### src/sv/lemp_pkg.sv
// shared constants, widths and the queue entry type of the edge pooling core
`default_nettype none

package lemp_pkg;

  // image geometry and pooling
  localparam int IMG_WIDTH  = 64;
  localparam int IMG_HEIGHT = 40;
  localparam int POOL_SIZE  = 4;
  localparam int CHANNELS   = 3;

  localparam int BLOCKS_X = IMG_WIDTH / POOL_SIZE;
  localparam int BLOCKS_Y = IMG_HEIGHT / POOL_SIZE;

  // sample and pixel widths
  localparam int CHAN_W = 8;
  localparam int NIB_W  = 4;
  localparam int NUM_CH = (CHANNELS < 3) ? CHANNELS : 3;
  localparam int PIX_W  = NIB_W * NUM_CH;

  // threshold register
  localparam int              THR_W     = 8;
  localparam logic [THR_W-1:0] THR_RESET = 8'd30;

  // result coordinate width
  localparam int BLK_W = 4;

  // position counters
  localparam int COL_W  = $clog2(IMG_WIDTH);
  localparam int ROW_W  = $clog2(IMG_HEIGHT);
  localparam int CPH_W  = (POOL_SIZE > 1) ? $clog2(POOL_SIZE) : 1;
  localparam int CBLK_W = $clog2(BLOCKS_X + 1);
  localparam int RBLK_W = $clog2(BLOCKS_Y + 1);
  localparam int BX_W   = (BLOCKS_X > 1) ? $clog2(BLOCKS_X) : 1;
  localparam int BY_W   = (BLOCKS_Y > 1) ? $clog2(BLOCKS_Y) : 1;

  // laplacian arithmetic
  localparam int MAX_LAP = 4 * ((1 << NIB_W) - 1);
  localparam int LAP_W   = 8;
  localparam int SUM_W   = $clog2(MAX_LAP * NUM_CH + 1);
  localparam int CMP_W   = (SUM_W > THR_W) ? SUM_W : THR_W;

  // queue between front and back
  localparam int FIFO_DEPTH = 4;
  localparam int FIFO_PTR_W = 2;

  // one classified pixel
  typedef struct packed {
    logic [PIX_W-1:0] pix;
    logic [COL_W-1:0] col;
    logic             fstart;
    logic             eval;
    logic             emit;
    logic             wrap;
    logic             last;
    logic [BX_W-1:0]  bx;
    logic [BY_W-1:0]  by;
  } lemp_item_t;

endpackage

`default_nettype wire

### src/sv/lemp_pix_if.sv
// pixel channel: valid/ready with three colour samples and a frame marker
`default_nettype none

interface lemp_pix_if;
  logic                        valid;
  logic                        ready;
  logic                        frame_start;
  logic [lemp_pkg::CHAN_W-1:0] chan_a;
  logic [lemp_pkg::CHAN_W-1:0] chan_b;
  logic [lemp_pkg::CHAN_W-1:0] chan_c;

  modport source (output valid, frame_start, chan_a, chan_b, chan_c, input ready);
  modport sink   (input valid, frame_start, chan_a, chan_b, chan_c, output ready);
endinterface

`default_nettype wire

### src/sv/lemp_blk_if.sv
// block result channel: valid/ready with block coordinates, edge flag and last-block marker
`default_nettype none

interface lemp_blk_if;
  logic                       valid;
  logic                       ready;
  logic [lemp_pkg::BLK_W-1:0] block_col;
  logic [lemp_pkg::BLK_W-1:0] block_row;
  logic                       edge_found;
  logic                       frame_last;

  modport source (output valid, block_col, block_row, edge_found, frame_last,
                  input ready);
  modport sink   (input valid, block_col, block_row, edge_found, frame_last,
                  output ready);
endinterface

`default_nettype wire

### src/sv/lemp_front.sv
// front end: pixel position tracking and per-pixel classification
`default_nettype none

module lemp_front (
  input  wire                  clk,
  input  wire                  rst,
  lemp_pix_if.sink             pixels,
  input  wire                  full,
  output logic                 push,
  output lemp_pkg::lemp_item_t push_item
);

  logic [lemp_pkg::COL_W-1:0]  col,  col_e,  col_next;
  logic [lemp_pkg::ROW_W-1:0]  row,  row_e,  row_next;
  logic [lemp_pkg::CPH_W-1:0]  cph,  cph_e,  cph_next;
  logic [lemp_pkg::CBLK_W-1:0] cblk, cblk_e, cblk_next;
  logic [lemp_pkg::CPH_W-1:0]  rph,  rph_e,  rph_next;
  logic [lemp_pkg::RBLK_W-1:0] rblk, rblk_e, rblk_next;
  // phase and block index of the centre row (one above the incoming row)
  logic [lemp_pkg::CPH_W-1:0]  yph,  yph_e,  yph_next;
  logic [lemp_pkg::RBLK_W-1:0] yblk, yblk_e, yblk_next;

  logic col_end, row_end, cph_end, rph_end, in_blocks;
  logic [3*lemp_pkg::NIB_W-1:0] pix_all;

  assign pixels.ready = !full;
  assign push         = pixels.valid && !full;

  always_comb begin
    if (pixels.frame_start) begin
      col_e  = '0;
      row_e  = '0;
      cph_e  = '0;
      cblk_e = '0;
      rph_e  = '0;
      rblk_e = '0;
      yph_e  = '0;
      yblk_e = '0;
    end else begin
      col_e  = col;
      row_e  = row;
      cph_e  = cph;
      cblk_e = cblk;
      rph_e  = rph;
      rblk_e = rblk;
      yph_e  = yph;
      yblk_e = yblk;
    end
  end

  assign col_end = (col_e == lemp_pkg::COL_W'(lemp_pkg::IMG_WIDTH - 1));
  assign row_end = (row_e == lemp_pkg::ROW_W'(lemp_pkg::IMG_HEIGHT - 1));
  assign cph_end = (cph_e == lemp_pkg::CPH_W'(lemp_pkg::POOL_SIZE - 1));
  assign rph_end = (rph_e == lemp_pkg::CPH_W'(lemp_pkg::POOL_SIZE - 1));

  assign in_blocks = (cblk_e < lemp_pkg::CBLK_W'(lemp_pkg::BLOCKS_X)) &&
                     (yblk_e < lemp_pkg::RBLK_W'(lemp_pkg::BLOCKS_Y));

  assign pix_all = {pixels.chan_c[lemp_pkg::CHAN_W-1 -: lemp_pkg::NIB_W],
                    pixels.chan_b[lemp_pkg::CHAN_W-1 -: lemp_pkg::NIB_W],
                    pixels.chan_a[lemp_pkg::CHAN_W-1 -: lemp_pkg::NIB_W]};

  always_comb begin
    push_item.pix    = lemp_pkg::PIX_W'(pix_all);
    push_item.col    = col_e;
    push_item.fstart = pixels.frame_start;
    push_item.eval   = (row_e >= lemp_pkg::ROW_W'(2)) && (col_e != '0) && !col_end &&
                       in_blocks;
    push_item.emit   = (row_e != '0) && cph_end && in_blocks &&
                       ((yph_e == lemp_pkg::CPH_W'(lemp_pkg::POOL_SIZE - 1)) || row_end);
    push_item.wrap   = col_end && row_end;
    push_item.last   = (cblk_e == lemp_pkg::CBLK_W'(lemp_pkg::BLOCKS_X - 1)) &&
                       (yblk_e == lemp_pkg::RBLK_W'(lemp_pkg::BLOCKS_Y - 1));
    push_item.bx     = lemp_pkg::BX_W'(cblk_e);
    push_item.by     = lemp_pkg::BY_W'(yblk_e);
  end

  always_comb begin
    col_next  = col_e + lemp_pkg::COL_W'(1);
    cph_next  = cph_end ? '0 : cph_e + lemp_pkg::CPH_W'(1);
    cblk_next = cph_end ? cblk_e + lemp_pkg::CBLK_W'(1) : cblk_e;
    row_next  = row_e;
    rph_next  = rph_e;
    rblk_next = rblk_e;
    yph_next  = yph_e;
    yblk_next = yblk_e;
    if (col_end) begin
      col_next  = '0;
      cph_next  = '0;
      cblk_next = '0;
      if (row_end) begin
        row_next  = '0;
        rph_next  = '0;
        rblk_next = '0;
        yph_next  = '0;
        yblk_next = '0;
      end else begin
        row_next  = row_e + lemp_pkg::ROW_W'(1);
        rph_next  = rph_end ? '0 : rph_e + lemp_pkg::CPH_W'(1);
        rblk_next = rph_end ? rblk_e + lemp_pkg::RBLK_W'(1) : rblk_e;
        yph_next  = rph_e;
        yblk_next = rblk_e;
      end
    end
  end

  always_ff @(posedge clk) begin
    if (rst) begin
      col  <= '0;
      row  <= '0;
      cph  <= '0;
      cblk <= '0;
      rph  <= '0;
      rblk <= '0;
      yph  <= '0;
      yblk <= '0;
    end else if (push) begin
      col  <= col_next;
      row  <= row_next;
      cph  <= cph_next;
      cblk <= cblk_next;
      rph  <= rph_next;
      rblk <= rblk_next;
      yph  <= yph_next;
      yblk <= yblk_next;
    end
  end

endmodule

`default_nettype wire

### src/sv/lemp_fifo.sv
// short queue of classified pixels between front and back
`default_nettype none

module lemp_fifo (
  input  wire                  clk,
  input  wire                  rst,
  input  wire                  push,
  input  lemp_pkg::lemp_item_t push_item,
  output logic                 full,
  input  wire                  pop,
  output logic                 head_valid,
  output lemp_pkg::lemp_item_t head_item
);

  lemp_pkg::lemp_item_t entries [lemp_pkg::FIFO_DEPTH];

  logic [lemp_pkg::FIFO_PTR_W-1:0] wr_ptr;
  logic [lemp_pkg::FIFO_PTR_W-1:0] rd_ptr;
  logic [lemp_pkg::FIFO_PTR_W:0]   count;

  assign full       = (count == (lemp_pkg::FIFO_PTR_W + 1)'(lemp_pkg::FIFO_DEPTH));
  assign head_valid = (count != '0);
  assign head_item  = entries[rd_ptr];

  always_ff @(posedge clk) begin
    if (push) begin
      entries[wr_ptr] <= push_item;
    end
  end

  always_ff @(posedge clk) begin
    if (rst) begin
      wr_ptr <= '0;
      rd_ptr <= '0;
      count  <= '0;
    end else begin
      if (push) begin
        wr_ptr <= wr_ptr + lemp_pkg::FIFO_PTR_W'(1);
      end
      if (pop) begin
        rd_ptr <= rd_ptr + lemp_pkg::FIFO_PTR_W'(1);
      end
      if (push && !pop) begin
        count <= count + (lemp_pkg::FIFO_PTR_W + 1)'(1);
      end else if (pop && !push) begin
        count <= count - (lemp_pkg::FIFO_PTR_W + 1)'(1);
      end
    end
  end

  a_count_bound: assert property (@(posedge clk) disable iff (rst)
    count <= (lemp_pkg::FIFO_PTR_W + 1)'(lemp_pkg::FIFO_DEPTH))
    else $error("queue count above depth");

  a_pop_nonempty: assert property (@(posedge clk) disable iff (rst)
    pop |-> count != '0)
    else $error("pop from empty queue");

  a_push_not_full: assert property (@(posedge clk) disable iff (rst)
    push |-> !full)
    else $error("push into full queue");

endmodule

`default_nettype wire

### src/sv/lemp_back.sv
// back end: line store, laplacian sum, threshold, block pooling and result register
`default_nettype none

module lemp_back (
  input  wire                       clk,
  input  wire                       rst,
  input  wire [lemp_pkg::THR_W-1:0] thr,
  input  wire                       head_valid,
  input  lemp_pkg::lemp_item_t      head_item,
  output logic                      pop,
  lemp_blk_if.source                blocks
);

  localparam int ENT_W = 2 * lemp_pkg::PIX_W;

  // each entry holds {row above, two rows above} for one column
  logic [ENT_W-1:0]          line_mem [lemp_pkg::IMG_WIDTH];
  logic [ENT_W-1:0]          mem_rd_c;
  logic [lemp_pkg::PIX_W-1:0] mem_rd_r;

  logic [lemp_pkg::COL_W-1:0] raddr_c;
  logic [lemp_pkg::COL_W-1:0] raddr_r;

  logic adv;

  // read stage
  logic                       s1_valid;
  lemp_pkg::lemp_item_t       s1;
  logic                       fwd_c_hit;
  logic                       fwd_r_hit;
  logic [lemp_pkg::PIX_W-1:0] fwd_pix;
  logic [lemp_pkg::PIX_W-1:0] fwd_above;
  logic [lemp_pkg::PIX_W-1:0] left_q;
  logic [lemp_pkg::PIX_W-1:0] centre;
  logic [lemp_pkg::PIX_W-1:0] up;
  logic [lemp_pkg::PIX_W-1:0] right;
  logic [lemp_pkg::SUM_W-1:0] sum;

  // pool stage
  logic                       s2_valid;
  lemp_pkg::lemp_item_t       s2;
  logic [lemp_pkg::SUM_W-1:0] s2_sum;
  logic [lemp_pkg::BLOCKS_X-1:0] acc;
  logic [lemp_pkg::BLOCKS_X-1:0] acc_base;
  logic [lemp_pkg::BLOCKS_X-1:0] acc_next;
  logic                          hit;
  logic                          blk_bit;

  assign adv = !blocks.valid || blocks.ready;
  assign pop = adv && head_valid;

  assign raddr_c = head_item.col;
  assign raddr_r = (head_item.col == lemp_pkg::COL_W'(lemp_pkg::IMG_WIDTH - 1)) ?
                   '0 : head_item.col + lemp_pkg::COL_W'(1);

  assign centre = fwd_c_hit ? fwd_pix   : mem_rd_c[ENT_W-1:lemp_pkg::PIX_W];
  assign up     = fwd_c_hit ? fwd_above : mem_rd_c[lemp_pkg::PIX_W-1:0];
  assign right  = fwd_r_hit ? fwd_pix   : mem_rd_r;

  always_ff @(posedge clk) begin
    if (adv) begin
      if (s1_valid) begin
        line_mem[s1.col] <= {s1.pix, centre};
      end
      mem_rd_c <= line_mem[raddr_c];
      mem_rd_r <= line_mem[raddr_r][ENT_W-1:lemp_pkg::PIX_W];
    end
  end

  always_comb begin
    logic [lemp_pkg::LAP_W-1:0] v;
    logic [lemp_pkg::LAP_W-1:0] mag;
    sum = '0;
    for (int ch = 0; ch < lemp_pkg::NUM_CH; ch++) begin
      v = lemp_pkg::LAP_W'({centre[ch*lemp_pkg::NIB_W +: lemp_pkg::NIB_W], 2'b00})
        - lemp_pkg::LAP_W'(left_q[ch*lemp_pkg::NIB_W +: lemp_pkg::NIB_W])
        - lemp_pkg::LAP_W'(right[ch*lemp_pkg::NIB_W +: lemp_pkg::NIB_W])
        - lemp_pkg::LAP_W'(up[ch*lemp_pkg::NIB_W +: lemp_pkg::NIB_W])
        - lemp_pkg::LAP_W'(s1.pix[ch*lemp_pkg::NIB_W +: lemp_pkg::NIB_W]);
      mag = v[lemp_pkg::LAP_W-1] ? (~v + lemp_pkg::LAP_W'(1)) : v;
      sum = sum + lemp_pkg::SUM_W'(mag);
    end
  end

  always_comb begin
    acc_base = s2.fstart ? '0 : acc;
    hit      = s2.eval &&
               (lemp_pkg::CMP_W'(s2_sum) > lemp_pkg::CMP_W'(thr));
    blk_bit  = acc_base[s2.bx] || hit;
    acc_next = acc_base;
    if (hit) begin
      acc_next[s2.bx] = 1'b1;
    end
    if (s2.emit) begin
      acc_next[s2.bx] = 1'b0;
    end
    if (s2.wrap) begin
      acc_next = '0;
    end
  end

  // payload of the pipeline stages
  always_ff @(posedge clk) begin
    if (adv) begin
      s1        <= head_item;
      fwd_c_hit <= s1_valid && (s1.col == raddr_c);
      fwd_r_hit <= s1_valid && (s1.col == raddr_r);
      fwd_pix   <= s1.pix;
      fwd_above <= centre;
      s2        <= s1;
      s2_sum    <= sum;
    end
  end

  // control and pool state
  always_ff @(posedge clk) begin
    if (rst) begin
      s1_valid <= 1'b0;
      s2_valid <= 1'b0;
      left_q   <= '0;
      acc      <= '0;
    end else if (adv) begin
      s1_valid <= head_valid;
      s2_valid <= s1_valid;
      if (s1_valid) begin
        left_q <= centre;
      end
      if (s2_valid) begin
        acc <= acc_next;
      end
    end
  end

  // result register
  always_ff @(posedge clk) begin
    if (rst) begin
      blocks.valid <= 1'b0;
    end else if (adv) begin
      blocks.valid      <= s2_valid && s2.emit;
      blocks.block_col  <= lemp_pkg::BLK_W'(s2.bx);
      blocks.block_row  <= lemp_pkg::BLK_W'(s2.by);
      blocks.edge_found <= blk_bit;
      blocks.frame_last <= s2.last;
    end
  end

  a_last_coords: assert property (@(posedge clk) disable iff (rst)
    blocks.valid && blocks.frame_last |->
      blocks.block_col == lemp_pkg::BLK_W'(lemp_pkg::BLOCKS_X - 1) &&
      blocks.block_row == lemp_pkg::BLK_W'(lemp_pkg::BLOCKS_Y - 1))
    else $error("frame_last on a block other than the bottom right");

  a_wrap_clears: assert property (@(posedge clk) disable iff (rst)
    adv && s2_valid && s2.wrap |=> acc == '0)
    else $error("pool bits not cleared at frame end");

  a_stall_holds_pipe: assert property (@(posedge clk) disable iff (rst)
    !adv |=> $stable(s1_valid) && $stable(s2_valid) && $stable(acc))
    else $error("pipeline moved during output stall");

endmodule

`default_nettype wire

### src/sv/laplacian_edge_max_pool_core.sv
// top level of the laplacian edge detector with 4x4 or-pooled block output
// result path: queue entry, read stage, pool stage, then the registered block result
// throughput: one pixel per cycle while the queue is not full, set by the single line-store write per pixel
// a 4-entry queue decouples the pixel side from the result side
// reset (rst, synchronous): position counters, queue, pipeline valids and pool bits clear,
// threshold returns to 30; the line store is not cleared and holds no valid state
`default_nettype none

module laplacian_edge_max_pool_core (
  input  wire                       clk,
  input  wire                       rst,
  lemp_pix_if.sink                  pixels,
  lemp_blk_if.source                blocks,
  input  wire                       cfg_wr_en,
  input  wire [lemp_pkg::THR_W-1:0] cfg_wr_data
);

  // edge threshold register; the user must write it only while the core is idle, the block does not enforce this
  logic [lemp_pkg::THR_W-1:0] edge_threshold;

  // front to queue
  logic                 push;
  logic                 full;
  lemp_pkg::lemp_item_t push_item;

  // queue to back
  logic                 pop;
  logic                 head_valid;
  lemp_pkg::lemp_item_t head_item;

  always_ff @(posedge clk) begin
    if (rst) begin
      edge_threshold <= lemp_pkg::THR_RESET;
    end else if (cfg_wr_en) begin
      edge_threshold <= cfg_wr_data;
    end
  end

  // front: tracks raster position and tags each pixel with what the back
  // must do (evaluate, emit a block, clear the pool bits)
  lemp_front u_front (
    .clk       (clk),
    .rst       (rst),
    .pixels    (pixels),
    .full      (full),
    .push      (push),
    .push_item (push_item)
  );

  // short queue so the pixel side keeps flowing while a result waits
  lemp_fifo u_fifo (
    .clk        (clk),
    .rst        (rst),
    .push       (push),
    .push_item  (push_item),
    .full       (full),
    .pop        (pop),
    .head_valid (head_valid),
    .head_item  (head_item)
  );

  // back: line store read, laplacian, threshold, pooling, result register
  lemp_back u_back (
    .clk        (clk),
    .rst        (rst),
    .thr        (edge_threshold),
    .head_valid (head_valid),
    .head_item  (head_item),
    .pop        (pop),
    .blocks     (blocks)
  );

endmodule

`default_nettype wire
### src/flat_wrapper.sv
// flat-port wrapper written by rule: the top's interface ports become plain ports
module laplacian_edge_max_pool_core_flat 
  (clk, rst, cfg_wr_en, cfg_wr_data, pixels_valid, pixels_frame_start, pixels_chan_a, pixels_chan_b, pixels_chan_c, pixels_ready, blocks_valid, blocks_block_col, blocks_block_row, blocks_edge_found, blocks_frame_last, blocks_ready);
  lemp_pix_if pixels_i ();
  lemp_blk_if blocks_i ();
  input  wire clk;
  input  wire rst;
  input  wire cfg_wr_en;
  input  wire [lemp_pkg::THR_W-1:0] cfg_wr_data;
  input wire logic [$bits(pixels_i.valid)-1:0] pixels_valid;
  input wire logic [$bits(pixels_i.frame_start)-1:0] pixels_frame_start;
  input wire logic [$bits(pixels_i.chan_a)-1:0] pixels_chan_a;
  input wire logic [$bits(pixels_i.chan_b)-1:0] pixels_chan_b;
  input wire logic [$bits(pixels_i.chan_c)-1:0] pixels_chan_c;
  output wire logic [$bits(pixels_i.ready)-1:0] pixels_ready;
  output wire logic [$bits(blocks_i.valid)-1:0] blocks_valid;
  output wire logic [$bits(blocks_i.block_col)-1:0] blocks_block_col;
  output wire logic [$bits(blocks_i.block_row)-1:0] blocks_block_row;
  output wire logic [$bits(blocks_i.edge_found)-1:0] blocks_edge_found;
  output wire logic [$bits(blocks_i.frame_last)-1:0] blocks_frame_last;
  input wire logic [$bits(blocks_i.ready)-1:0] blocks_ready;
  assign pixels_i.valid = pixels_valid;
  assign pixels_i.frame_start = pixels_frame_start;
  assign pixels_i.chan_a = pixels_chan_a;
  assign pixels_i.chan_b = pixels_chan_b;
  assign pixels_i.chan_c = pixels_chan_c;
  assign pixels_ready = pixels_i.ready;
  assign blocks_valid = blocks_i.valid;
  assign blocks_block_col = blocks_i.block_col;
  assign blocks_block_row = blocks_i.block_row;
  assign blocks_edge_found = blocks_i.edge_found;
  assign blocks_frame_last = blocks_i.frame_last;
  assign blocks_i.ready = blocks_ready;
  laplacian_edge_max_pool_core u_core (.clk(clk), .rst(rst), .pixels(pixels_i), .blocks(blocks_i), .cfg_wr_en(cfg_wr_en), .cfg_wr_data(cfg_wr_data));
endmodule
### config.mk
export PLATFORM = sky130hd
export DESIGN_NAME = laplacian_edge_max_pool_core_flat
export DESIGN_NICKNAME = d
export VERILOG_FILES = /design/src/sv/lemp_pkg.sv /design/src/sv/lemp_pix_if.sv /design/src/sv/lemp_blk_if.sv /design/src/sv/lemp_front.sv /design/src/sv/lemp_fifo.sv /design/src/sv/lemp_back.sv /design/src/sv/laplacian_edge_max_pool_core.sv /design/src/flat_wrapper.sv
export SDC_FILE = /design/constraint.sdc
export NUM_CORES = 2
export LEC_CHECK = 0
export BUFFER_PORTS_ARGS = -buffer_cell sky130_fd_sc_hd__buf_2
export CAP_MARGIN = 20
export CELL_PAD_IN_SITES_DETAIL_PLACEMENT = 0
export CELL_PAD_IN_SITES_GLOBAL_PLACEMENT = 1
export CORE_ASPECT_RATIO = 0.75
export CORE_MARGIN = 2
export CORE_UTILIZATION = 40
export DETAILED_ROUTE_END_ITERATION = 16
export PLACE_DENSITY = 0.6
export RECOVER_POWER = 100
export SKIP_CTS_REPAIR_TIMING = 1
export SLEW_MARGIN = 15
export SYNTH_ARGS = -nofsm -noshare
export SYNTH_HDL_FRONTEND = slang
export SYNTH_HIERARCHICAL = 1
export SYNTH_SLANG_ARGS = --single-unit
### constraint.sdc
create_clock -name clk -period 7 [get_ports clk]
set_clock_uncertainty 0.05 [all_clocks]
set_input_delay 0.7 -clock clk [delete_from_list [all_inputs] [get_ports clk]]
set_output_delay 0.7 -clock clk [all_outputs]
set_load 0.005 [all_outputs]
==> results.sh <==
export IMPL_outcome="finished with violations"
export IMPL_violations="max-capacitance violations, max-slew violations"
export IMPL_vias=46417
export IMPL_cap_viol_max_count=50
export IMPL_tns_ps=0
export IMPL_row_count=142
export IMPL_startpoint_type="flip-flop"
export IMPL_die_area_sq_mm=0.205
export IMPL_synth_top_cell_area_share_pct=66.4
export IMPL_async_flop_share_pct=0
export IMPL_fin_crit_sh_pct=93.8
export IMPL_arrival_ps=7090
export IMPL_fp_dieH_um=393
export IMPL_grt_pass1_wl_um=350000
export IMPL_drt_iter0_drc=6857
export IMPL_synthFlopType="edfxtp_1"
export IMPL_min_from="cfg_wr_data[2]"
export IMPL_track_usage_pct=24.3
export IMPL_numPortBuffers=37
export IMPL_drc=0
export IMPL_clkSlewWorstSetupHoldPaths_ps=60
export IMPL_synth_edf_count=1784
export IMPL_period_needed_ps=6560
export IMPL_nFillCells=17245
export IMPL_met1_usage_pct=37.4
export IMPL_cts_max_level=4
export IMPL_reg2reg_from="u_core/u_back/fwd_c_hit"
export IMPL_core_area_sq_mm=0.200
export IMPL_ys_ff_latch=1863
export IMPL_layout_drive_gt1_share_pct=20.2
export IMPL_cts_buffers=187
export IMPL_nets=5052
export IMPL_cts_root_buf="clkbuf_16"
export IMPL_max_freq_ghz=0.152
export IMPL_multi_input_area_sq_mm=0.0241
export IMPL_ys_warn_count=6
export IMPL_cts_sink_count=1863
export IMPL_hold_violations=0
export IMPL_cts_buffer_depth=4
export IMPL_post_dp_hpwl_um=145000
export IMPL_r2r_slack_ps=440
export IMPL_finalSetupViolations=0
export IMPL_grt_pass1_vias=44705
export IMPL_timing_rr_end="u_core/u_back/s2_sum[7]"
export IMPL_wl_per_cell_um=32.3
export IMPL_synth_area_sq_mm=0.0807
export IMPL_ff_latch_area_sq_mm=0.0552
export IMPL_syn_avg_cell_area_sq_um=16.8
export IMPL_drt_antenna_violating_nets=0
export IMPL_clk_latency_ps=860
export IMPL_syn_to_final_growth_pct=12.0
export IMPL_routed_via_density=6.00
export IMPL_fp_dieW_um=523
export IMPL_synth_top_cells_by_area="edfxtp_1 66%, mux4_2 15%, nand2_1 3.2%"
export IMPL_worst_slew_pin_slew_ps=4240
export IMPL_required_ps=7530
export IMPL_grt_met2_usage_pct=33.8
export IMPL_gp_congestion=0.862
export IMPL_holdPathStages=2
export IMPL_start_util_pct=40.3
export IMPL_path_class="flip-flop to flip-flop"
export IMPL_end_kind="flip-flop"
export IMPL_firstDrtPassIters=8
export IMPL_grt_util_met3_pct=6.03
export IMPL_wl_um=250000
export IMPL_synth_area_leader_cell="edfxtp_1"
export IMPL_antenna_found_initial=34
export IMPL_cts_tree="built"
export IMPL_synth_cell_types=66
export IMPL_rsz0062_at_grt="no"
export IMPL_globalRouteOverflowTotal=0
export IMPL_slew_viol_final=2237
export IMPL_critPathMaxFanout=24
export IMPL_maxSlewHeadroom_pct=-183
export IMPL_min_to="u_core/edge_threshold[2]"
export IMPL_io_pins=50
export IMPL_yosysSeqAreaShare_pct=68.3
export IMPL_grt_max_degree=122
export IMPL_synthCells=4817
export IMPL_syn_nets=4951
export IMPL_grt_busiest_layer="met1"
export IMPL_hp_class="primary input to flip-flop"
export IMPL_rr_worst_depth=25
## cell families (layout without fill, tap and decap cells)
family,count (synthesis),count (layout),share of synthesized area (%)
flip-flops,1863,1863,68.3
AND/OR/NAND/NOR,1379,1379,7.57
multiplexers,647,647,16.4
buffers and inverters,419,659,2.24
AO/OA/AOI/OAI,339,339,2.86
adder cells (fa/ha/maj),96,96,1.77
XOR/XNOR,74,74,0.803
other,0,14,0
## metal layers
| metal | wire length (um) | up-vias |
|---|---|---|
| met4 | 7510 | 22 |
| met3 | 26700 | 368 |
| met5 | 148 | - |
| li1 | - | 19261 |
| met1 | 112000 | 24513 |
| met2 | 104000 | 2253 |
## Yosys cell counts, drive strengths merged (24+ instances only)
master and instances:
ha 66, a32oi 63, o21ai 42, xnor2 48
nand3 306, inv 106, mux4 540, nand4 43
nand2 693, nor2 175, dfxtp 79, mux2i 83
buf 153, nor2b 40, fa 30, a21oi 67
clkbuf 160, edfxtp 1784, a31oi 74, mux2 24
nor3 24, xor2 26
## stage by stage
stage	instances	utilization [%]	cell area [sq um]	setup slack (ps)	hold slack, ps
3_3_place_gp	7382	42.4	85000	501	351
2_1_floorplan	4817	-	80700	169	350
5_1_grt	7721	45.1	90400	4.42	10.2
6_report	7735	45.1	90400	435	49.1
4_1_cts	7712	45.4	90800	399	-42.8
3_5_place_dp	7384	42.4	85000	408	355
## placed cells by master (no fill, tap or decap), types with 42 or more instances in the layout
| master | count |
|---|---|
| a21oi_1 | 67 |
| mux2i_1 | 83 |
| a32oi_1 | 63 |
| nand2_1 | 693 |
| edfxtp_1 | 1784 |
| clkbuf_16 | 189 |
| clkbuf_2 | 50 |
| dfxtp_1 | 79 |
| o21ai_0 | 42 |
| nand3_1 | 306 |
| mux4_2 | 537 |
| nor2_1 | 121 |
| clkbuf_1 | 117 |
| inv_1 | 99 |
| a31oi_1 | 73 |
| xnor2_1 | 48 |
| ha_1 | 66 |
| buf_4 | 63 |
| nand4_1 | 43 |
## sequential cells by signal, indices dropped and copies added, names as in the netlist, 3 cells and up, named ones only
register and count:
u_core/u_back/s2_sum 8, u_core/u_back/line_mem 1536, u_core/u_back/fwd_pix 12, u_core/u_back/blocks.block_row 4
u_core/edge_threshold 8, u_core/u_back/left_q 12, u_core/u_back/s2 13, u_core/u_front/rblk 4
u_core/u_front/cblk 5, u_core/u_front/row 6, u_core/u_back/s1 31, u_core/u_back/mem_rd_c 24
u_core/u_front/yblk 4, u_core/u_fifo/entries 124, u_core/u_back/blocks.block_col 4, u_core/u_front/col 6
u_core/u_back/fwd_above 12, u_core/u_back/acc 16, u_core/u_fifo/count 3, u_core/u_back/mem_rd_r 12
## area by class of cell
cell class | instances | area share [%]
diodes | 14 | 0.0388
clock buffers | 240 | 5.51
clock inverters | 88 | 0.958
inverters | 106 | 0.442
multi-input cells | 2535 | 26.7
flip-flops and latches | 1863 | 61.0
well taps | 2664 | 3.69
repair buffers | 225 | 1.64
## critical path: stages, from the launching register on
cell,delay (ps)
edfxtp_1,370
buf_12,210
mux2_2,380
ha_1,320
a21oi_1,240
xor2_1,130
fa_1,540
inv_1,40
ha_1,370
nand3_1,100
nor3b_1,340
o31ai_1,130
a211oi_1,310
buf_4,200
o21ai_0,180
fa_1,580
inv_1,40
ha_1,200
fa_1,460
a21o_1,170
a21oi_1,220
o21bai_1,100
a21oi_1,200
xnor2_1,160
xnor2_1,160
xnor2_1,90
## worst max-delay path by stage
stage | from | end | slack [ps] | cells past startpoint
after CTS | u_core/u_back/fwd_c_hit | u_core/u_back/s2_sum[7] | 400 | 25
after global placement | u_core/u_back/fwd_c_hit | u_core/u_back/s2_sum[7] | 500 | 25
after detailed placement | u_core/u_back/fwd_c_hit | u_core/u_back/s2_sum[7] | 410 | 25
after global routing | u_core/u_back/fwd_c_hit | u_core/u_back/s2_sum[7] | 4 | 25
final | u_core/u_back/fwd_c_hit | u_core/u_back/s2_sum[7] | 440 | 25
after floorplan | u_core/u_back/fwd_c_hit | u_core/u_back/s2_sum[7] | 170 | 26
Power is not shown: default switching activity piles up to over one toggle a cycle in this logic, so the estimate is an artifact.
